File: config.mk
export PLATFORM = sky130hd
export DESIGN_NAME = wsd_ring
export DESIGN_NICKNAME = d
export VERILOG_FILES = /design/src/rtl/wsd_pkg.sv /design/src/rtl/wsd_ring.sv
export SDC_FILE = /design/constraint.sdc
export NUM_CORES = 2
export LEC_CHECK = 0
export ABC_CLOCK_PERIOD_IN_PS = 9100
export BUFFER_PORTS_ARGS = -buffer_cell sky130_fd_sc_hd__buf_2
export CELL_PAD_IN_SITES_DETAIL_PLACEMENT = 0
export CELL_PAD_IN_SITES_GLOBAL_PLACEMENT = 1
export CORE_MARGIN = 3
export CORE_UTILIZATION = 60
export CTS_CLUSTER_DIAMETER = 50
export DETAILED_ROUTE_END_ITERATION = 6
export PLACE_DENSITY = 0.94
export RECOVER_POWER = 25
export SLEW_MARGIN = 10
export SYNTH_ARGS = -nofsm -noshare
export SYNTH_HDL_FRONTEND = slang
export SYNTH_SLANG_ARGS = --single-unit
File: constraint.sdc
create_clock -name clk_i -period 9.1 [get_ports clk_i]
set_input_delay 0.91 -clock clk_i [delete_from_list [all_inputs] [get_ports clk_i]]
set_output_delay 0.91 -clock clk_i [all_outputs]
set_load 0.01 [all_outputs]
File: src/rtl/wsd_pkg.sv
// ----------------------------------------------------------------------------
// wsd_pkg
// Shared types and constants of the windowed stall detector.
// ----------------------------------------------------------------------------
`default_nettype none

package wsd_pkg;

  localparam int unsigned AddrW = 5;
  localparam int unsigned DataW = 32;
  localparam int unsigned AccW  = 100;
  localparam int unsigned ProdW = 64;

  // 5^12, scales squared distance in (1/256 m)^2 against (mm/s * ms)^2
  localparam logic [31:0] Pow5x12 = 32'd244140625;

  localparam logic [15:0] WindowRst   = 16'd500;
  localparam logic [15:0] MinHistRst  = 16'd300;
  localparam logic [15:0] EnterRst    = 16'd800;
  localparam logic [15:0] ExitRst     = 16'd1200;
  localparam logic [7:0]  MinDeltaRst = 8'd8;

  // MAC schedule steps
  localparam logic [3:0] StepDx2    = 4'd0;
  localparam logic [3:0] StepDy2    = 4'd1;
  localparam logic [3:0] StepD2     = 4'd3;
  localparam logic [3:0] StepLhsLo  = 4'd4;
  localparam logic [3:0] StepLhsHi  = 4'd5;
  localparam logic [3:0] StepVs     = 4'd6;
  localparam logic [3:0] StepLhs    = 4'd7;
  localparam logic [3:0] StepVsTake = 4'd8;
  localparam logic [3:0] StepSqLL   = 4'd9;
  localparam logic [3:0] StepSqLH0  = 4'd10;
  localparam logic [3:0] StepSqLH1  = 4'd11;
  localparam logic [3:0] StepSqHH   = 4'd12;
  localparam logic [3:0] StepJudge  = 4'd14;

  typedef enum logic [2:0] {
    REG_WINDOW    = 3'd0,
    REG_MIN_HIST  = 3'd1,
    REG_ENTER     = 3'd2,
    REG_EXIT      = 3'd3,
    REG_MIN_DELTA = 3'd4
  } reg_idx_e;

  typedef enum logic [2:0] {
    ST_IDLE,
    ST_DECIDE,
    ST_WALK,
    ST_MAC,
    ST_RESULT
  } state_e;

  typedef enum logic [1:0] {
    SH_0  = 2'd0,
    SH_32 = 2'd1,
    SH_64 = 2'd2
  } mac_shift_e;

  typedef struct packed {
    logic       vld;
    logic       clr;
    mac_shift_e sh;
  } mac_op_t;

  typedef struct packed {
    logic [15:0] ref_age_ms;
    logic [15:0] min_history_ms;
    logic [15:0] enter_speed_mm_s;
    logic [15:0] exit_speed_mm_s;
    logic [7:0]  min_delta_ms;
  } cfg_t;

  typedef struct packed {
    logic               present;
    logic [31:0]        now_ms;
    logic signed [23:0] pos_x;
    logic signed [23:0] pos_y;
  } in_word_t;

  typedef struct packed {
    logic        stuck;
    logic        sample_taken;
    logic [15:0] span_ms;
  } out_word_t;

  typedef struct packed {
    logic signed [23:0] x;
    logic signed [23:0] y;
    logic [31:0]        stamp;
  } ring_entry_t;

endpackage

`default_nettype wire

File: src/rtl/wsd_ring.sv
// ----------------------------------------------------------------------------
// wsd_ring
// Sample ring memory: one write port, one read port with registered data.
// ----------------------------------------------------------------------------
`default_nettype none

module wsd_ring #(
  parameter  int unsigned Depth = 32,
  localparam int unsigned AW    = $clog2(Depth)
) (
  input  wire logic                 clk_i,
  input  wire logic                 we_i,
  input  wire logic [AW-1:0]        waddr_i,
  input  wire wsd_pkg::ring_entry_t wdata_i,
  input  wire logic                 re_i,
  input  wire logic [AW-1:0]        raddr_i,
  output wsd_pkg::ring_entry_t      rdata_o
);

  wsd_pkg::ring_entry_t mem [Depth];
  wsd_pkg::ring_entry_t rdata_q;

  assign rdata_o = rdata_q;

  always_ff @(posedge clk_i) begin
    if (we_i) begin
      mem[waddr_i] <= wdata_i;
    end
  end

  always_ff @(posedge clk_i) begin
    if (re_i) begin
      rdata_q <= mem[raddr_i];
    end
  end

endmodule

`default_nettype wire

* Word level (Yosys, flattened, before mapping) *
Memory sizes are Yosys's and may differ from the RTL's. A register that Yosys moved wholly into a read port is not among the register bits.
Cells that the tools add are included.

storage, ports and cells
  register bits after elaboration = 0
  bits in writable memories = 2560
  output and inout bits = 80
  logic and storage cells = 3
  memories kept = 1

operators by class
  muxes and demuxes = 2

memories
  memory  depth  bits a word  read ports  clocked after Yosys merged registers in  write ports  RTL line        source
  mem     32     80           1           1                                        1            wsd_ring.sv:20  wsd_pkg::ring_entry_t mem [Depth];

operators by type and width
  kind              count
  1-bit 2-to-1 mux  2

* Longest topological paths before layout *
  depth after elaboration = 2
  gate-level depth with buffers = 9
  mapped depth without buffers = 4

* Worst setup path before layout *
No wires, ideal clock.

  kind = input to register
  start = input port waddr_i[1]
  end = memory mem[12][0] in the netlist's numbering (enable)
  arrival time = 4907 ps
  required time = 8581 ps
  setup slack = 3674 ps
  stages on the path = 3
  path buffers = 1
  cell sequence = or3b_2 clkbuf_1 nor2_1

RTL lines
  element             RTL line        source
  start: declaration  wsd_ring.sv:13  input wire logic [AW-1:0] waddr_i,
  end: declaration    wsd_ring.sv:20

Straight into the memory's write port.

==> qor.yml <==
routing:
  avgViaCountPerCell: 7.092
  drt_iter0_drc: 9024
  wl_per_cell_um: 35.86
  route.detailed.drc: 0
  ant_nets: 0
  vias: 52020
  wl_um: 263000
  drt-pass1-iter-count: 6
yosys:
  muxShareOfSynthArea: 0.1365
  synth_flop_cell: "edfxtp_1"
  synthAdderAreaFrac: 0
  async_flop_share: 0
  synth_area_leader_cell: "edfxtp_1"
  synth_most_common_cell: "edfxtp_1"
  synthSimpleGateAreaFrac: 0.01535
  synth_top_area_share: 0.7951
  yosysWarnings: 0
  postSynthAreaPerCell_um2: 21.29
  syn-num-nets: 4775
  ys_seq_elements: 2640
  ys_top_cells_by_count: "2,640 x edfxtp_1, 640 x mux2i_1, 424 x a22oi_1"
  synthDistinctLibCells: 31
  syn_area_um2: 99700
  synth_xor_area_frac: 0
  synth_top_family_by_area: "multiplexers"
  yosysSeqAreaShare: 0.7951
  syn_inst: 4682
  yosys-top-cells-area: "edfxtp_1 80%, mux4_2 7.2%, mux2i_1 6.4%, a22oi_1 3.2%, nand3_1 0.76%"
  synth_compound_area_frac: 0.03931
  synth-edff-count: 2640
sta:
  final_max_slew_viol_count: 0
  worst_clock_skew_ns: 0.03992
  hold_slack_ns: 0.5628
  finalSetupViolCount: 0
  max_clock_freq_mhz: 243.5
  hold_viol: 0
  fin_ws_ns: 4.994
  slew_headroom: 0.1181
  rsz0062_at_grt: "no"
  tightest_slew_ns: 1.323
  fin_tns_setup_ns: 0
  min_period_ns: 4.106
  min_period_over_period: 0.4512
placed_design:
  place_area_um2: 103200
  finalWeightedCongestion: 0.7743
  port_buffers: 172
  post-place-ws_ns: 4.184
  dp_hpwl_um: 121400
setup_path:
  crit_buf_inv: 3
  reg2reg_from: "mem[14][47]"
  reg2reg_slack_ns: 7.25
  crit_path_end_kind: "register"
  slowest_delay_ns: 0.98
  crit_path_top_delay_cell: "buf_4"
  crit_arrival_ns: 4.66
  crit_chain: "buf_8, buf_12, buf_4, mux4_2, a22oi_1, nand4_1"
  cp_max_fo: 120
  crit_path_start_kind: "primary input"
  crit_required_ns: 9.65
  crit_type: "in -> reg"
  r2r_cells: 4
  reg2reg_to: "rdata_o[47]"
  cp_num_cells: 6
  cpLargestDelayFamily: "buffers and inverters"
clocking:
  cts_root_buf: "clkbuf_16"
  cts_buffers: 235
  postCtsHoldBufs: 0
  cts_setup_buffers: 0
  clkSinkCount: 2640
  clkLatencyLatePin_ns: 0.86
  clockBufferDepth: 3
  cts_htree_levels: 4
  cts.clk_slew.worst_paths_ns: 0.07
  cts_resized: 0
  cts_tree: "yes"
die:
  rows: 148
  die_area_um2: 171100
  start_util: 0.6084
  core_um2: 163900
  die_y_um: 413.6
  io_pins: 173
  dieWidth_um: 413.6
grt:
  grt_pass1_vias: 52790
  grtUsageTotal: 0.3093
  grt-ovfl-total: 0
  grt_pass1_wl_um: 373000
  grt_max_degree: 129
  antenna_found_initial: 28
hold_path:
  hold_path.class: "in -> reg"
  hp-start: "wdata_i[57]"
  hold_end: "mem[15][57]"
  whs_path_depth: 1
layout:
  fin_nets: 5036
  finalInstanceArea_um2: 110800
  fillers: 9353
  drive_above_1_share: 0.1810
  synthToLayoutAreaGrowth_pct: 11.08
status:
  status: "finished, final reports clean"
power:
  p_leak_nw: 36.00
  powerDensity_nw_per_um2: 222.2
  ir_drop_mv: 0.2298
  total_power_w: 0.02461
job:
  drv_cap: 0
==> area by class of cell <==
type | count | area, um^2 | area share
clock buffer | 295 | 6212 | 0.05609
sequential | 2640 | 79280 | 0.7158
antenna | 22 | 55.05 | 0.0004971
tap | 2175 | 2721 | 0.02457
inverter | 1 | 3.754 | 0.00003389
multi-input combinational | 1779 | 19410 | 0.1752
clock inverter | 137 | 1308 | 0.01181
timing repair buffer | 286 | 1767 | 0.01595
==> through the flow <==
step                      instances    util
after detailed placement       6881  0.6300
after CTS                      7313  0.6759
after global routing           7322  0.6756
after floorplan                4682       -
final                          7335  0.6758
after global placement         6881  0.6300
==> logic make-up after synthesis <==
family / count (synthesis)
buffers and inverters: 263
AND/OR/NAND/NOR: 295
AO/OA/AOI/OAI: 524
flip-flops: 2640
multiplexers: 960
==> routing by layer <==
metal | track usage | up-vias | wire length (um)
met5 | 0 | - | 100
li1 | - | 20200 | -
met4 | 0.1627 | 16 | 14370
met2 | 0.5026 | 4472 | 129800
met3 | 0.06995 | 905 | 34470
met1 | 0.3940 | 26430 | 84310
==> worst reg2reg max path, stage by stage (launching register included) <==
cell and delay, ns:
edfxtp_1 0.40, mux4_2 0.49, a22o_1 0.28, a31oi_1 0.25
nand3_1 0.14
==> sequential cells by signal, indices dropped and copies added (netlist names) <==
| name | count |
|---|---|
| mem | 2560 |
| rdata_o | 80 |
==> layout by cell type (no fill, tap or decap), types with 22 or more instances in the layout <==
cell and instances:
edfxtp_1 2640, mux2i_1 640, a22oi_1 424, mux4_2 320, clkbuf_16 240, nand3_1 152, buf_2 112, clkbuf_1 110
buf_4 109, clkinv_1 56, nand4_1 46, a22o_1 44, a31oi_1 44, clkinv_2 38, nor2_4 35, diode_2 22
==> worst max path at each step <==
stage / slack [ns] / from / endpoint
5_1_grt: 4.80 / raddr_i[0] / rdata_o[72]
4_1_cts: 5.07 / raddr_i[0] / rdata_o[72]
6_report: 4.99 / raddr_i[0] / rdata_o[72]
3_3_place_gp: 4.29 / raddr_i[0] / rdata_o[52]
2_1_floorplan: 3.67 / waddr_i[1] / mem[12][0]
3_5_place_dp: 4.18 / raddr_i[0] / rdata_o[72]
==> where the power goes <==
part | internal, W | switching [W]
clock | 0.00542 | 0.00439
combinational | 0.000383 | 0.000764
sequential | 0.0136 | 0.0000754
total | 0.0194 | 0.00523
No activity file was read; power rests on OpenSTA's default activity.
