<file path="src/rtl/wsd_pkg.sv">
// ----------------------------------------------------------------------------
// wsd_pkg
// Shared types and constants of the windowed stall detector.
// ----------------------------------------------------------------------------
`default_nettype none

package wsd_pkg;

  localparam int unsigned AddrW = 5;
  localparam int unsigned DataW = 32;
  localparam int unsigned AccW  = 100;
  localparam int unsigned ProdW = 64;

  // 5^12, scales squared distance in (1/256 m)^2 against (mm/s * ms)^2
  localparam logic [31:0] Pow5x12 = 32'd244140625;

  localparam logic [15:0] WindowRst   = 16'd500;
  localparam logic [15:0] MinHistRst  = 16'd300;
  localparam logic [15:0] EnterRst    = 16'd800;
  localparam logic [15:0] ExitRst     = 16'd1200;
  localparam logic [7:0]  MinDeltaRst = 8'd8;

  // MAC schedule steps
  localparam logic [3:0] StepDx2    = 4'd0;
  localparam logic [3:0] StepDy2    = 4'd1;
  localparam logic [3:0] StepD2     = 4'd3;
  localparam logic [3:0] StepLhsLo  = 4'd4;
  localparam logic [3:0] StepLhsHi  = 4'd5;
  localparam logic [3:0] StepVs     = 4'd6;
  localparam logic [3:0] StepLhs    = 4'd7;
  localparam logic [3:0] StepVsTake = 4'd8;
  localparam logic [3:0] StepSqLL   = 4'd9;
  localparam logic [3:0] StepSqLH0  = 4'd10;
  localparam logic [3:0] StepSqLH1  = 4'd11;
  localparam logic [3:0] StepSqHH   = 4'd12;
  localparam logic [3:0] StepJudge  = 4'd14;

  typedef enum logic [2:0] {
    REG_WINDOW    = 3'd0,
    REG_MIN_HIST  = 3'd1,
    REG_ENTER     = 3'd2,
    REG_EXIT      = 3'd3,
    REG_MIN_DELTA = 3'd4
  } reg_idx_e;

  typedef enum logic [2:0] {
    ST_IDLE,
    ST_DECIDE,
    ST_WALK,
    ST_MAC,
    ST_RESULT
  } state_e;

  typedef enum logic [1:0] {
    SH_0  = 2'd0,
    SH_32 = 2'd1,
    SH_64 = 2'd2
  } mac_shift_e;

  typedef struct packed {
    logic       vld;
    logic       clr;
    mac_shift_e sh;
  } mac_op_t;

  typedef struct packed {
    logic [15:0] ref_age_ms;
    logic [15:0] min_history_ms;
    logic [15:0] enter_speed_mm_s;
    logic [15:0] exit_speed_mm_s;
    logic [7:0]  min_delta_ms;
  } cfg_t;

  typedef struct packed {
    logic               present;
    logic [31:0]        now_ms;
    logic signed [23:0] pos_x;
    logic signed [23:0] pos_y;
  } in_word_t;

  typedef struct packed {
    logic        stuck;
    logic        sample_taken;
    logic [15:0] span_ms;
  } out_word_t;

  typedef struct packed {
    logic signed [23:0] x;
    logic signed [23:0] y;
    logic [31:0]        stamp;
  } ring_entry_t;

endpackage

`default_nettype wire

</file>
<file path="src/rtl/wsd_mac.sv">
// ----------------------------------------------------------------------------
// wsd_mac
// Shared 32x32 multiplier with a shifted 100-bit accumulator.
// ----------------------------------------------------------------------------
`default_nettype none

module wsd_mac (
  input  wire logic                      clk_i,
  input  wire logic                      rst_ni,
  input  wire wsd_pkg::mac_op_t          op_i,
  input  wire logic [31:0]               a_i,
  input  wire logic [31:0]               b_i,
  output logic      [wsd_pkg::AccW-1:0]  acc_o
);

  wsd_pkg::mac_op_t           op_q;
  logic [wsd_pkg::ProdW-1:0]  prod_q;
  logic [wsd_pkg::AccW-1:0]   prod_ext;
  logic [wsd_pkg::AccW-1:0]   addend;
  logic [wsd_pkg::AccW-1:0]   acc_q;

  assign acc_o    = acc_q;
  assign prod_ext = wsd_pkg::AccW'(prod_q);

  always_comb begin
    unique case (op_q.sh)
      wsd_pkg::SH_0:  addend = prod_ext;
      wsd_pkg::SH_32: addend = prod_ext << 32;
      wsd_pkg::SH_64: addend = prod_ext << 64;
      default:        addend = '0;
    endcase
  end

  always_ff @(posedge clk_i or negedge rst_ni) begin
    if (!rst_ni) begin
      op_q <= '0;
    end else begin
      op_q <= op_i;
    end
  end

  always_ff @(posedge clk_i) begin
    prod_q <= a_i * b_i;
    if (op_q.vld) begin
      acc_q <= (op_q.clr ? '0 : acc_q) + addend;
    end
  end

endmodule

`default_nettype wire

</file>
<file path="config.mk">
export PLATFORM = sky130hd
export DESIGN_NAME = wsd_mac
export DESIGN_NICKNAME = d
export VERILOG_FILES = /design/src/rtl/wsd_pkg.sv /design/src/rtl/wsd_mac.sv
export SDC_FILE = /design/constraint.sdc
export NUM_CORES = 2
export LEC_CHECK = 0
export BUFFER_PORTS_ARGS = -buffer_cell sky130_fd_sc_hd__buf_2
export CAP_MARGIN = 20
export CORE_AREA = 2 2 280 282
export CTS_CLUSTER_DIAMETER = 50
export DETAILED_ROUTE_END_ITERATION = 12
export DIE_AREA = 0 0 282 284
export PLACE_DENSITY = 0.82
export SYNTH_ARGS = -nofsm -noshare
export SYNTH_HDL_FRONTEND = slang
export SYNTH_SLANG_ARGS = --single-unit
</file>
<file path="constraint.sdc">
create_clock -name clk_i -period 4.8 [get_ports clk_i]
set_input_delay 0.96 -clock clk_i [delete_from_list [all_inputs] [get_ports clk_i]]
set_output_delay 0.96 -clock clk_i [all_outputs]
set_load 0.005 [all_outputs]
</file>
After elaboration in Yosys (flattened, before gate mapping)
Index checks and enable logic that the tools add are counted.
Widths: inputs -> output; s select.
{ "totals": {"regBits": 168, "out_inout_bits": 100} }
{ "classes": {"n_addsub": 1, "mul": 1, "eq_ne": 2, "muxes": 2, "n_reduce_logical": 1} }
{ "ops": {"columns": ["operator", "count"], "rows": [
  ["$pmux 100 s3", 1],
  ["$add 100x100->100", 1],
  ["$mux 100", 1],
  ["$mul 32x32->64", 1],
  ["$eq 2x1->1 const B", 1],
  ["$eq 2x2->1 const B", 1],
  ["$logic_not 2->1", 1]
]} }

Longest topological paths before layout
{ "depth": {"ltp_word": 3, "depth_mapped": 28} }

Worst setup path before layout
OpenSTA, ideal clock, no wires.
{ "synth_path": {"path_kind": "in2reg", "start": "in b_i[2]", "end": "reg prod_q[59] (netlist name)", "arrival_ns": 7.597, "required_time_ns": 4.664, "path_slack_ns": -2.934, "cell_stages": 25, "path_cell_list": "clkbuf_1 and2_1 fa_1 inv_1 fa_1 fa_1 fa_1 inv_1 fa_1 inv_1 fa_1 inv_1 fa_1 fa_1 ha_1 clkbuf_1 nand4_1 o221ai_1 a21oi_1 nand4b_1 o31ai_2 a31oi_1 o21a_1 o41ai_1 xor2_1"} }
{ "synth_via": {"elab_chain_cells": 1} }
{ "synth_rtl": {"columns": ["item", "line_no", "text"], "rows": [
  ["start: declaration", "wsd_mac.sv:12", "input wire logic [31:0] b_i,"],
  ["$mul 32x32->64", "wsd_mac.sv:43", "prod_q <= a_i * b_i;"],
  ["end signal: assignment", "wsd_mac.sv:43", null],
  ["end: declaration", "wsd_mac.sv:17", "logic [wsd_pkg::ProdW-1:0] prod_q;"]
]} }
Every way passes these cells.
A chain may end at the register's enable or synchronous reset.

Worst setup path in the final report
{ "layout_path": {"start": "in a_i[25]", "end": "reg prod_q[48] (netlist name)"} }
{ "layout_via": {"elab_chain_cells": 1} }
{ "layout_rtl": {"columns": ["item", "line_no", "text"], "rows": [
  ["start: declaration", "wsd_mac.sv:11", "input wire logic [31:0] a_i,"],
  ["$mul 32x32->64", "wsd_mac.sv:43", null]
]} }
Every way passes these cells.

==> run metrics <==
outcome=complete, but fails checks; failing checks=negative setup slack; post-synthesis register bit count=168; number of antenna violations at the first check in global routing=4; Relative slew margins=35.5%; Fin Clk Skew=0.0174 ns; Final Critical Period=7.75 ns; Synth Area per Inst=8.96 sq um; detailed placer's ending HPWL=114000 um; predominant post-synthesis flop cell=edfxtp_1; Core Region=0.0770 sq mm; Synth area leader=fa_1; unrepaired setup endpoints after global routing=yes; largest net degree at the start of global routing=65; CTS root buffer=clkbuf_16; worst hold margin=0.299 ns; worst reg2reg endpoint=acc_o[88]; DR vias=40500; Total GRT Usage=37.2%; Fin. Hold Viols=0; DRC viols=0; flop2flop setup slack=0.20 ns; final instance area=0.0553 sq mm; Die Span Y=284 um; global-route wire length before repair=230000 um; synthesized area=0.0458 sq mm; FFs w/ async S/R, synth=2.38%; IO Pins=170; Worst EP required=5.17 ns; Mapped Nets=6445; Min-Delay Path Class=in2async; DR vias/cell=6.11; dpl ws=-3.23 ns; clock slew seen by the registers of the worst setup and hold paths=0.07 ns; # port buffers=169; placer congestion estimate=1.03; drt pass-1 iters=8; TritonCTS clock tree=built; area delta synth->final=20.6%; Starting Density=59.6%; Antenna Nets Post-Route=0; Die Area=0.0801 sq mm; CP Max Fanout=13; startpoint types=input pin; sequential-to-total area share from yosys stat=9.57%; clk_lat worst skew=0.47 ns; CTS buffer count=17; Sinks on Clock Net=168; hold buffers post-CTS=0; ratio of cells with drive above 1 in the final layout=21.2%; Yosys top cell area share=39.2%; Worst Reg-to-Reg Cells=15; Nets=6901; final global-route overflow total=0; fin. max-slew vios=0; WL final=159000 um; final setup fails=56; Row Count=102; Post-Syn Instances=5116; Crit Path Class=in2reg; die width=282 um; final worst slack=-2.95 ns; Placed Area=0.0512 sq mm; crit end category=flip-flop; vias in the first global route=42200; YS warnings=0; max cap viols=0; Peak Freq=129 MHz; Post-synth EDFFs=100; share of the clock period used by the worst path=162%; H-tree depth=4; Detailed Route Iter0 Violations=4716; Critical R2R Launch=op_q[0]; deepest clock path buffer count=2; Avg WL per Cell=24.0 um; Arr. time, crit path=8.12 ns; Least-Margin Pin Slew=0.967 ns; top post-synthesis cells by area=fa_1, ha_1, and2_1; synth unique cells=79
-- area by class of cell --
cell class              instances  area, sq um
fillers                      5037        21700
well taps                    1040         1300
clock buffers                  19          443
diodes                          1         2.50
flip-flops and latches        168         4390
clock inverters                13          124
multi-input cells            3750        39100
inverters                     898         3370
repair buffers                737         6540
-- worst max-delay path, cell delays in order --
cell	delay, ns
buf_6	0.14
buf_4	0.15
and2_1	0.15
fa_1	0.56
inv_1	0.08
fa_1	0.54
fa_2	0.51
fa_1	0.58
inv_1	0.07
fa_1	0.52
fa_1	0.45
fa_2	0.61
fa_1	0.47
ha_4	0.29
nand2_2	0.24
nor2_1	0.13
a221o_1	0.38
a2bb2oi_1	0.17
nor4b_4	0.39
a31oi_2	0.19
inv_1	0.10
o21ai_2	0.06
a31oi_1	0.18
xnor2_1	0.18
-- layer usage --
| layer | part of all wire (%) | up-vias | global-route usage, % |
|---|---|---|---|
| li1 | - | 16800 | - |
| met5 | 0.019 | - | 0 |
| met1 | 35 | 19800 | 46.9 |
| met3 | 11 | 956 | 6.23 |
| met4 | 8.1 | 4 | 18.8 |
| met2 | 47 | 2985 | 61.7 |
-- worst max-delay path by stage --
| stage | startpoint | to | slack (ns) | depth (start not counted) |
|---|---|---|---|---|
| after floorplan | b_i[6] | prod_q[59] | -2.64 | 25 |
| after global placement | a_i[15] | prod_q[61] | -3.06 | 24 |
| after detailed placement | b_i[2] | prod_q[51] | -3.23 | 24 |
| after CTS | a_i[7] | prod_q[60] | -2.48 | 25 |
| after global routing | a_i[7] | prod_q[60] | -3.04 | 26 |
| final | a_i[25] | prod_q[48] | -2.95 | 24 |
-- stage by stage --
| stage | instances | util (%) | setup TNS (ns) |
|---|---|---|---|
| after floorplan | 5116 | - | -107.41 |
| after global placement | 6490 | 66.6 | -139.65 |
| after detailed placement | 6490 | 66.6 | -145.99 |
| after CTS | 6598 | 70.4 | -106.68 |
| after global routing | 6626 | 71.9 | -130.00 |
| final | 6626 | 71.9 | -124.56 |
-- cells by family after synthesis --
group	count (synthesis)	share of synthesized area, %
mux	33	0.721
flops	168	9.57
buf+inv	1198	9.83
compound gates	627	9.10
fa+ha+maj	1259	49.1
simple gates	1681	18.9
xor+xnor	150	2.87
-- cell usage in the layout, fill, tap and decap left out, types with 33 or more instances in the layout --
cell / count
nand2_1: 581
nand4_1: 57
mux2i_1: 33
fa_1: 830
dfxtp_1: 64
buf_2: 122
o21bai_1: 38
ha_1: 315
a21oi_1: 157
and2_1: 580
inv_2: 37
inv_1: 860
fa_2: 67
buf_6: 82
a21o_1: 70
xnor2_1: 72
nor2b_1: 107
xor2_1: 55
and2_4: 54
edfxtp_1: 100
o21ai_0: 70
nor2_1: 125
buf_4: 454
buf_12: 49
ha_4: 47
-- repair_timing --
| action | CTS | global route |
|---|---|---|
| setup endpoints to repair | 57 | 61 |
| gates resized for setup | 379 | 194 |
| pin swaps | 257 | 181 |
| cloned | 12 | 3 |
| buffers inserted | 67 | 34 |
-- sequential cells by signal, summed over array words and instances (netlist names) --
name / count
acc_o: 100
op_q: 4
prod_q: 64
-- cells in the mapped netlist (60+ instances only) --
cell type / instances
fa_1: 897
nor2_1: 140
dfxtp_1: 64
a21o_1: 70
nor2b_1: 111
xnor2_1: 90
and2_1: 634
a21oi_1: 202
nand2_1: 595
inv_1: 898
xor2_1: 60
ha_1: 362
edfxtp_1: 100
o21ai_0: 97
clkbuf_1: 288
Power is not shown: default switching activity piles up to over one toggle a cycle in this logic, so the estimate is an artifact.
