$ cat src/rtl/wsd_pkg.sv
// ----------------------------------------------------------------------------
// wsd_pkg
// Shared types and constants of the windowed stall detector.
// ----------------------------------------------------------------------------
`default_nettype none

package wsd_pkg;

  localparam int unsigned AddrW = 5;
  localparam int unsigned DataW = 32;
  localparam int unsigned AccW  = 100;
  localparam int unsigned ProdW = 64;

  // 5^12, scales squared distance in (1/256 m)^2 against (mm/s * ms)^2
  localparam logic [31:0] Pow5x12 = 32'd244140625;

  localparam logic [15:0] WindowRst   = 16'd500;
  localparam logic [15:0] MinHistRst  = 16'd300;
  localparam logic [15:0] EnterRst    = 16'd800;
  localparam logic [15:0] ExitRst     = 16'd1200;
  localparam logic [7:0]  MinDeltaRst = 8'd8;

  // MAC schedule steps
  localparam logic [3:0] StepDx2    = 4'd0;
  localparam logic [3:0] StepDy2    = 4'd1;
  localparam logic [3:0] StepD2     = 4'd3;
  localparam logic [3:0] StepLhsLo  = 4'd4;
  localparam logic [3:0] StepLhsHi  = 4'd5;
  localparam logic [3:0] StepVs     = 4'd6;
  localparam logic [3:0] StepLhs    = 4'd7;
  localparam logic [3:0] StepVsTake = 4'd8;
  localparam logic [3:0] StepSqLL   = 4'd9;
  localparam logic [3:0] StepSqLH0  = 4'd10;
  localparam logic [3:0] StepSqLH1  = 4'd11;
  localparam logic [3:0] StepSqHH   = 4'd12;
  localparam logic [3:0] StepJudge  = 4'd14;

  typedef enum logic [2:0] {
    REG_WINDOW    = 3'd0,
    REG_MIN_HIST  = 3'd1,
    REG_ENTER     = 3'd2,
    REG_EXIT      = 3'd3,
    REG_MIN_DELTA = 3'd4
  } reg_idx_e;

  typedef enum logic [2:0] {
    ST_IDLE,
    ST_DECIDE,
    ST_WALK,
    ST_MAC,
    ST_RESULT
  } state_e;

  typedef enum logic [1:0] {
    SH_0  = 2'd0,
    SH_32 = 2'd1,
    SH_64 = 2'd2
  } mac_shift_e;

  typedef struct packed {
    logic       vld;
    logic       clr;
    mac_shift_e sh;
  } mac_op_t;

  typedef struct packed {
    logic [15:0] ref_age_ms;
    logic [15:0] min_history_ms;
    logic [15:0] enter_speed_mm_s;
    logic [15:0] exit_speed_mm_s;
    logic [7:0]  min_delta_ms;
  } cfg_t;

  typedef struct packed {
    logic               present;
    logic [31:0]        now_ms;
    logic signed [23:0] pos_x;
    logic signed [23:0] pos_y;
  } in_word_t;

  typedef struct packed {
    logic        stuck;
    logic        sample_taken;
    logic [15:0] span_ms;
  } out_word_t;

  typedef struct packed {
    logic signed [23:0] x;
    logic signed [23:0] y;
    logic [31:0]        stamp;
  } ring_entry_t;

endpackage

`default_nettype wire

$ cat src/rtl/wsd_regs.sv
// ----------------------------------------------------------------------------
// wsd_regs
// APB-style configuration registers of the windowed stall detector.
// ----------------------------------------------------------------------------
`default_nettype none

module wsd_regs (
  input  wire logic                        clk_i,
  input  wire logic                        rst_ni,
  input  wire logic                        psel,
  input  wire logic                        penable,
  input  wire logic                        pwrite,
  input  wire logic [wsd_pkg::AddrW-1:0]   paddr,
  input  wire logic [wsd_pkg::DataW-1:0]   pwdata,
  output logic      [wsd_pkg::DataW-1:0]   prdata,
  output logic                             pready,
  output wsd_pkg::cfg_t                    cfg_o
);

  wsd_pkg::cfg_t     cfg_q, cfg_d;
  wsd_pkg::reg_idx_e idx;
  logic              wr;

  assign pready = 1'b1;
  assign idx    = wsd_pkg::reg_idx_e'(paddr[wsd_pkg::AddrW-1:2]);
  assign wr     = psel && penable && pwrite && pready;
  assign cfg_o  = cfg_q;

  always_comb begin
    cfg_d = cfg_q;
    if (wr) begin
      unique case (idx)
        wsd_pkg::REG_WINDOW:    cfg_d.ref_age_ms       = pwdata[15:0];
        wsd_pkg::REG_MIN_HIST:  cfg_d.min_history_ms   = pwdata[15:0];
        wsd_pkg::REG_ENTER:     cfg_d.enter_speed_mm_s = pwdata[15:0];
        wsd_pkg::REG_EXIT:      cfg_d.exit_speed_mm_s  = pwdata[15:0];
        wsd_pkg::REG_MIN_DELTA: cfg_d.min_delta_ms     = pwdata[7:0];
        default: ;
      endcase
    end
  end

  always_comb begin
    unique case (idx)
      wsd_pkg::REG_WINDOW:    prdata = {16'b0, cfg_q.ref_age_ms};
      wsd_pkg::REG_MIN_HIST:  prdata = {16'b0, cfg_q.min_history_ms};
      wsd_pkg::REG_ENTER:     prdata = {16'b0, cfg_q.enter_speed_mm_s};
      wsd_pkg::REG_EXIT:      prdata = {16'b0, cfg_q.exit_speed_mm_s};
      wsd_pkg::REG_MIN_DELTA: prdata = {24'b0, cfg_q.min_delta_ms};
      default:                prdata = '0;
    endcase
  end

  always_ff @(posedge clk_i or negedge rst_ni) begin
    if (!rst_ni) begin
      cfg_q.ref_age_ms       <= wsd_pkg::WindowRst;
      cfg_q.min_history_ms   <= wsd_pkg::MinHistRst;
      cfg_q.enter_speed_mm_s <= wsd_pkg::EnterRst;
      cfg_q.exit_speed_mm_s  <= wsd_pkg::ExitRst;
      cfg_q.min_delta_ms     <= wsd_pkg::MinDeltaRst;
    end else begin
      cfg_q <= cfg_d;
    end
  end

endmodule

`default_nettype wire

$ cat config.mk
export PLATFORM = sky130hd
export DESIGN_NAME = wsd_regs
export DESIGN_NICKNAME = d
export VERILOG_FILES = /design/src/rtl/wsd_pkg.sv /design/src/rtl/wsd_regs.sv
export SDC_FILE = /design/constraint.sdc
export NUM_CORES = 1
export LEC_CHECK = 0
export BUFFER_PORTS_ARGS = -buffer_cell sky130_fd_sc_hd__buf_2
export CAP_MARGIN = 20
export CORE_ASPECT_RATIO = 0.9
export CORE_MARGIN = 3
export CORE_UTILIZATION = 35
export CTS_CLUSTER_SIZE = 10
export DETAILED_ROUTE_END_ITERATION = 6
export SYNTH_ARGS = -nofsm -noshare
export SYNTH_HDL_FRONTEND = slang
export SYNTH_SLANG_ARGS = --single-unit
$ cat constraint.sdc
create_clock -name clk_i -period 1.6 [get_ports clk_i]
set_input_delay 0.24 -clock clk_i [delete_from_list [all_inputs] [get_ports clk_i]]
set_output_delay 0.24 -clock clk_i [all_outputs]
set_load 0.01 [all_outputs]
Word level (Yosys, flattened, before mapping)
Cells that the tools add are included.
Word-level totals
  register bits after elaboration: 72
  input bits: 42
  output and inout port bits: 105
  logic and storage cells: 18
Operators by class
  equal/unequal tests: 4
  mux-type cells: 1
  reduce and logical (&&, ||, !) cells: 8
Operators with widths (count)
  16-bit one-hot mux with 5 select lines: 1
  2-bit AND reduction: 5
  3-bit by 2-bit equality test with 1-bit output (second input constant): 2
  3-bit by 1-bit equality test with 1-bit output (second input constant): 1
  3-bit equality test (second input constant): 1
  3-bit logical NOT: 1
  1-bit logical AND: 2

Depth between registers and ports, before layout
  word-level depth: 3
  depth in mapped cells: 5

Least setup slack after synthesis
OpenSTA, ideal clock, no wires.
  path kind: input port to flip-flop
  start point: input paddr[4] in the netlist's numbering
  end point: register cfg_q (netlist bit cfg_o[30])
  library setup time: 0.125 ns
  arrival: 1.374 ns
  required time: 1.475 ns
  slack: 0.102 ns
  cell stages on the path: 4
  path buffers: 1
  path through: nand4b_4 > nor3b_2 > buf_4 > mux2_2
Between the ends
  cells in the longest elaborated chain, start to end: 2
Ends and longest elaborated chain
  start, declared: line wsd_regs.sv:13  | input wire logic [wsd_pkg::AddrW-1:0] paddr,
  3-bit by 2-bit equality test with 1-bit output: line wsd_regs.sv:32  | unique case (idx)
  2-bit AND reduction (no line)
  end signal, assigned: line wsd_regs.sv:62  | cfg_q <= cfg_d;
  end, declared: line wsd_regs.sv:20  | wsd_pkg::cfg_t cfg_q, cfg_d;
Every way passes these cells.
A chain may end at the register's enable or synchronous reset.

Final worst setup path
  start point: register cfg_q (netlist bit cfg_o[20])
  end point: output prdata[12] in the netlist's numbering
Between the ends
  cells in the longest elaborated chain, start to end: 1
Ends and longest elaborated chain
  16-bit one-hot mux with 5 select lines: line wsd_regs.sv:44  | unique case (idx)
  end, declared: line wsd_regs.sv:15  | output logic [wsd_pkg::DataW-1:0] prdata,
Every way passes these cells.

==> metrics <==
status finished, violations left; violated checks setup timing; share of cells above drive strength 1 73.92%; Worst Setup End Kind output pin; grt total ovfl 0; Leakage 2.500 nW; worst endpoint required time 1360 ps; root buf cell clkbuf_8; Die ar. between 10,000 and 15,000 um2; critical path startpoint cfg_o[20]$_DFFE_PN0P_; critical path class register to output pin; Initial Util 36.06%; final instance area 4907 um2; P&R area growth vs syn 39.67%; Clk Latency, worst-skew pair about 340 ps; hold_sp pwdata[14]; IO buf count roughly 110; commonest non-fill, non-tap cells in the layout 106 x buf_2, 68 x mux2_2, 64 x buf_4, 54 x dfrtp_1, 18 x dfstp_2; Final Power slightly below 6 mW; first-pass GRT wire length 15.12 mm; final net count 455; CTS tree built; Final min period around 1700 ps; routability cong. between 0.7 and 0.8; Worst Slack Setup Final -103.7 ps; Final Max Tran Viols 0; Inserted Diodes 0; drt via density between 4 and 5; mapped cell area 3513 um2; Ys Warns 0; Remaining DRCs 0; Die Y-Extent between 100 and 150 um; gr usage total between 10% and 20%; RSZ-0062 raised after global routing true; DR WL/cell 17.96 um; Die X-Extent around 110 um; Clk pin slew, worst setup/hold paths roughly 80 ps; Final Hold Fails 0; WL final roughly 9.8 mm; via count approximately 2,600; remaining antenna violation count after routing 0; most common cell after layout, fill and taps aside buf_2; max cap viols 0; mean post-synth cell area about 15 um2; pin count of the biggest net entering global routing 73; hpwl dp roughly 6.9 mm; DRT iter0 DRCs 84; first-pass iteration count of the detailed router 4; startpoint types register; max FFs per register between 70 and 80; critical path peak fanout 2; period utilisation layout 106.5%; Least-Margin Pin Slew around 700 ps; reg2reg start cfg_o[20]$_DFFE_PN0P_; H-tree levels 3; placed cell area roughly 4300 um2; Relative slew margins 52.57%; Core Box Area 9742 um2; antenna violations before repair 0; post-synth cell types 29; Fmax about 600 MHz; CP Data Arrival Time 1460 ps; Seq cells post-synth 72; Core Rows 34; WHS about 160 ps; HP Class input port to register; Post-Syn Instances roughly 240; Setup TNS -1241 ps; pwr/cell area approximately 1200 nW/um2; Ports between 100 and 150; Post-Route Skew 0 ps; register area share after synthesis about half; Num Clock Sinks 72; Clock Tree Buf Depth 2; CTS Buf Count 9; final setup vio count 16; number of global-route vias before repair 2,740; VDD IR-drop max between 0.5 and 0.6 mV
==> cell type report <==
cell class,instances,area [um2]
fillers,888,4835
flip-flops and latches,72,1824
multi-input cells,150,1577
repair buffers,179,1146
clock buffers,13,158.9
well taps,126,157.7
clock inverters,3,40.04
inverters,1,3.754
==> final timing paths <==
kind | endpoint | slack [ps] | cells past startpoint
max | prdata[12] | -100 | 3
min | cfg_o[70]$_DFFE_PN0P_ | 160 | 2
max reg2reg | cfg_o[20]$_DFFE_PN0P_ | 590 | 3
min reg2reg | cfg_o[26]$_DFFE_PN0P_ | 530 | 1
max in group asynchronous | cfg_o[33]$_DFFE_PN1P_ | 810 | 3
min in group asynchronous | cfg_o[68]$_DFFE_PN0P_ | 460 | 3
==> cell usage after synthesis <==
cell,number,area [um2]
and2b_1,2,15.01
nor3b_4,1,18.77
a2bb2oi_1,1,8.760
or3_1,1,6.260
a22oi_1,7,52.55
nor2_2,1,6.260
buf_12,1,20.02
nand4b_4,1,23.77
mux2_4,10,150.1
o21ai_0,8,40.04
conb_1,2,7.510
nor2b_1,9,56.30
nand3_1,1,5.000
clkbuf_2,1,5.000
mux4_2,8,180.2
buf_6,2,22.52
mux2_2,70,788.3
buf_4,20,150.1
nand2_1,2,7.510
dfrtp_1,54,1351
clkbuf_1,3,11.26
nor3_2,1,10.01
buf_1,1,3.750
nor2_1,1,3.750
inv_2,1,3.750
dfstp_2,18,473.0
buf_2,2,10.01
a32oi_1,8,70.07
nor3b_2,1,12.51
==> what timing repair did <==
item                                    in CTS  in global routing
endpoints found under the hold margin       54                  0
hold buffers                                 1                  0
endpoints found under the setup margin      16                 16
resized for setup                            9                 12
setup buffers                               33                  5
pin swaps                                    2                  0
==> cell families (layout without fill, tap and decap cells) <==
| family | after synthesis | count (layout) | synth area share (%) |
|---|---|---|---|
| flops | 72 | 72 | 51.92 |
| buf+inv | 31 | 196 | 6.445 |
| simple gates | 21 | 21 | 4.701 |
| compound gates | 24 | 24 | 4.879 |
| other cells | 2 | 17 | 0.2138 |
| mux | 88 | 88 | 31.84 |
==> metal layers <==
| layer | track usage [%] | vias to the layer above | part of all wire [%] |
|---|---|---|---|
| met5 | 0 | - | 0 |
| met4 | 4.958 | 0 | 1.3 |
| met3 | 4.742 | 13 | 5.2 |
| met2 | 30.55 | 82 | 51 |
| met1 | 22.06 | 1327 | 43 |
| li1 | - | 1198 | - |
==> critical path, cell delays in order, from the launching register on <==
cell	delay, ps
dfrtp_1	390
mux4_2	480
nor2b_4	140
buf_6	110
==> report_power, final <==
part | switching [mW] | internal [mW] | total, mW | leakage, nW
clock | 0.666 | 0.802 | 1.47 | 0.103
sequential | 0.237 | 2.24 | 2.48 | 0.878
combinational | 0.778 | 1.04 | 1.82 | 1.52
==> through the flow <==
stage                     setup slack (ps)  instances  util (%)
after global routing                -175.8        544     50.37
after floorplan                      101.6        253         -
after CTS                           -136.7        539     49.31
after global placement              -53.56        489     44.58
after detailed placement            -80.38        489     44.58
final                               -103.7        544     50.37
(Power assumes the default switching activity.)
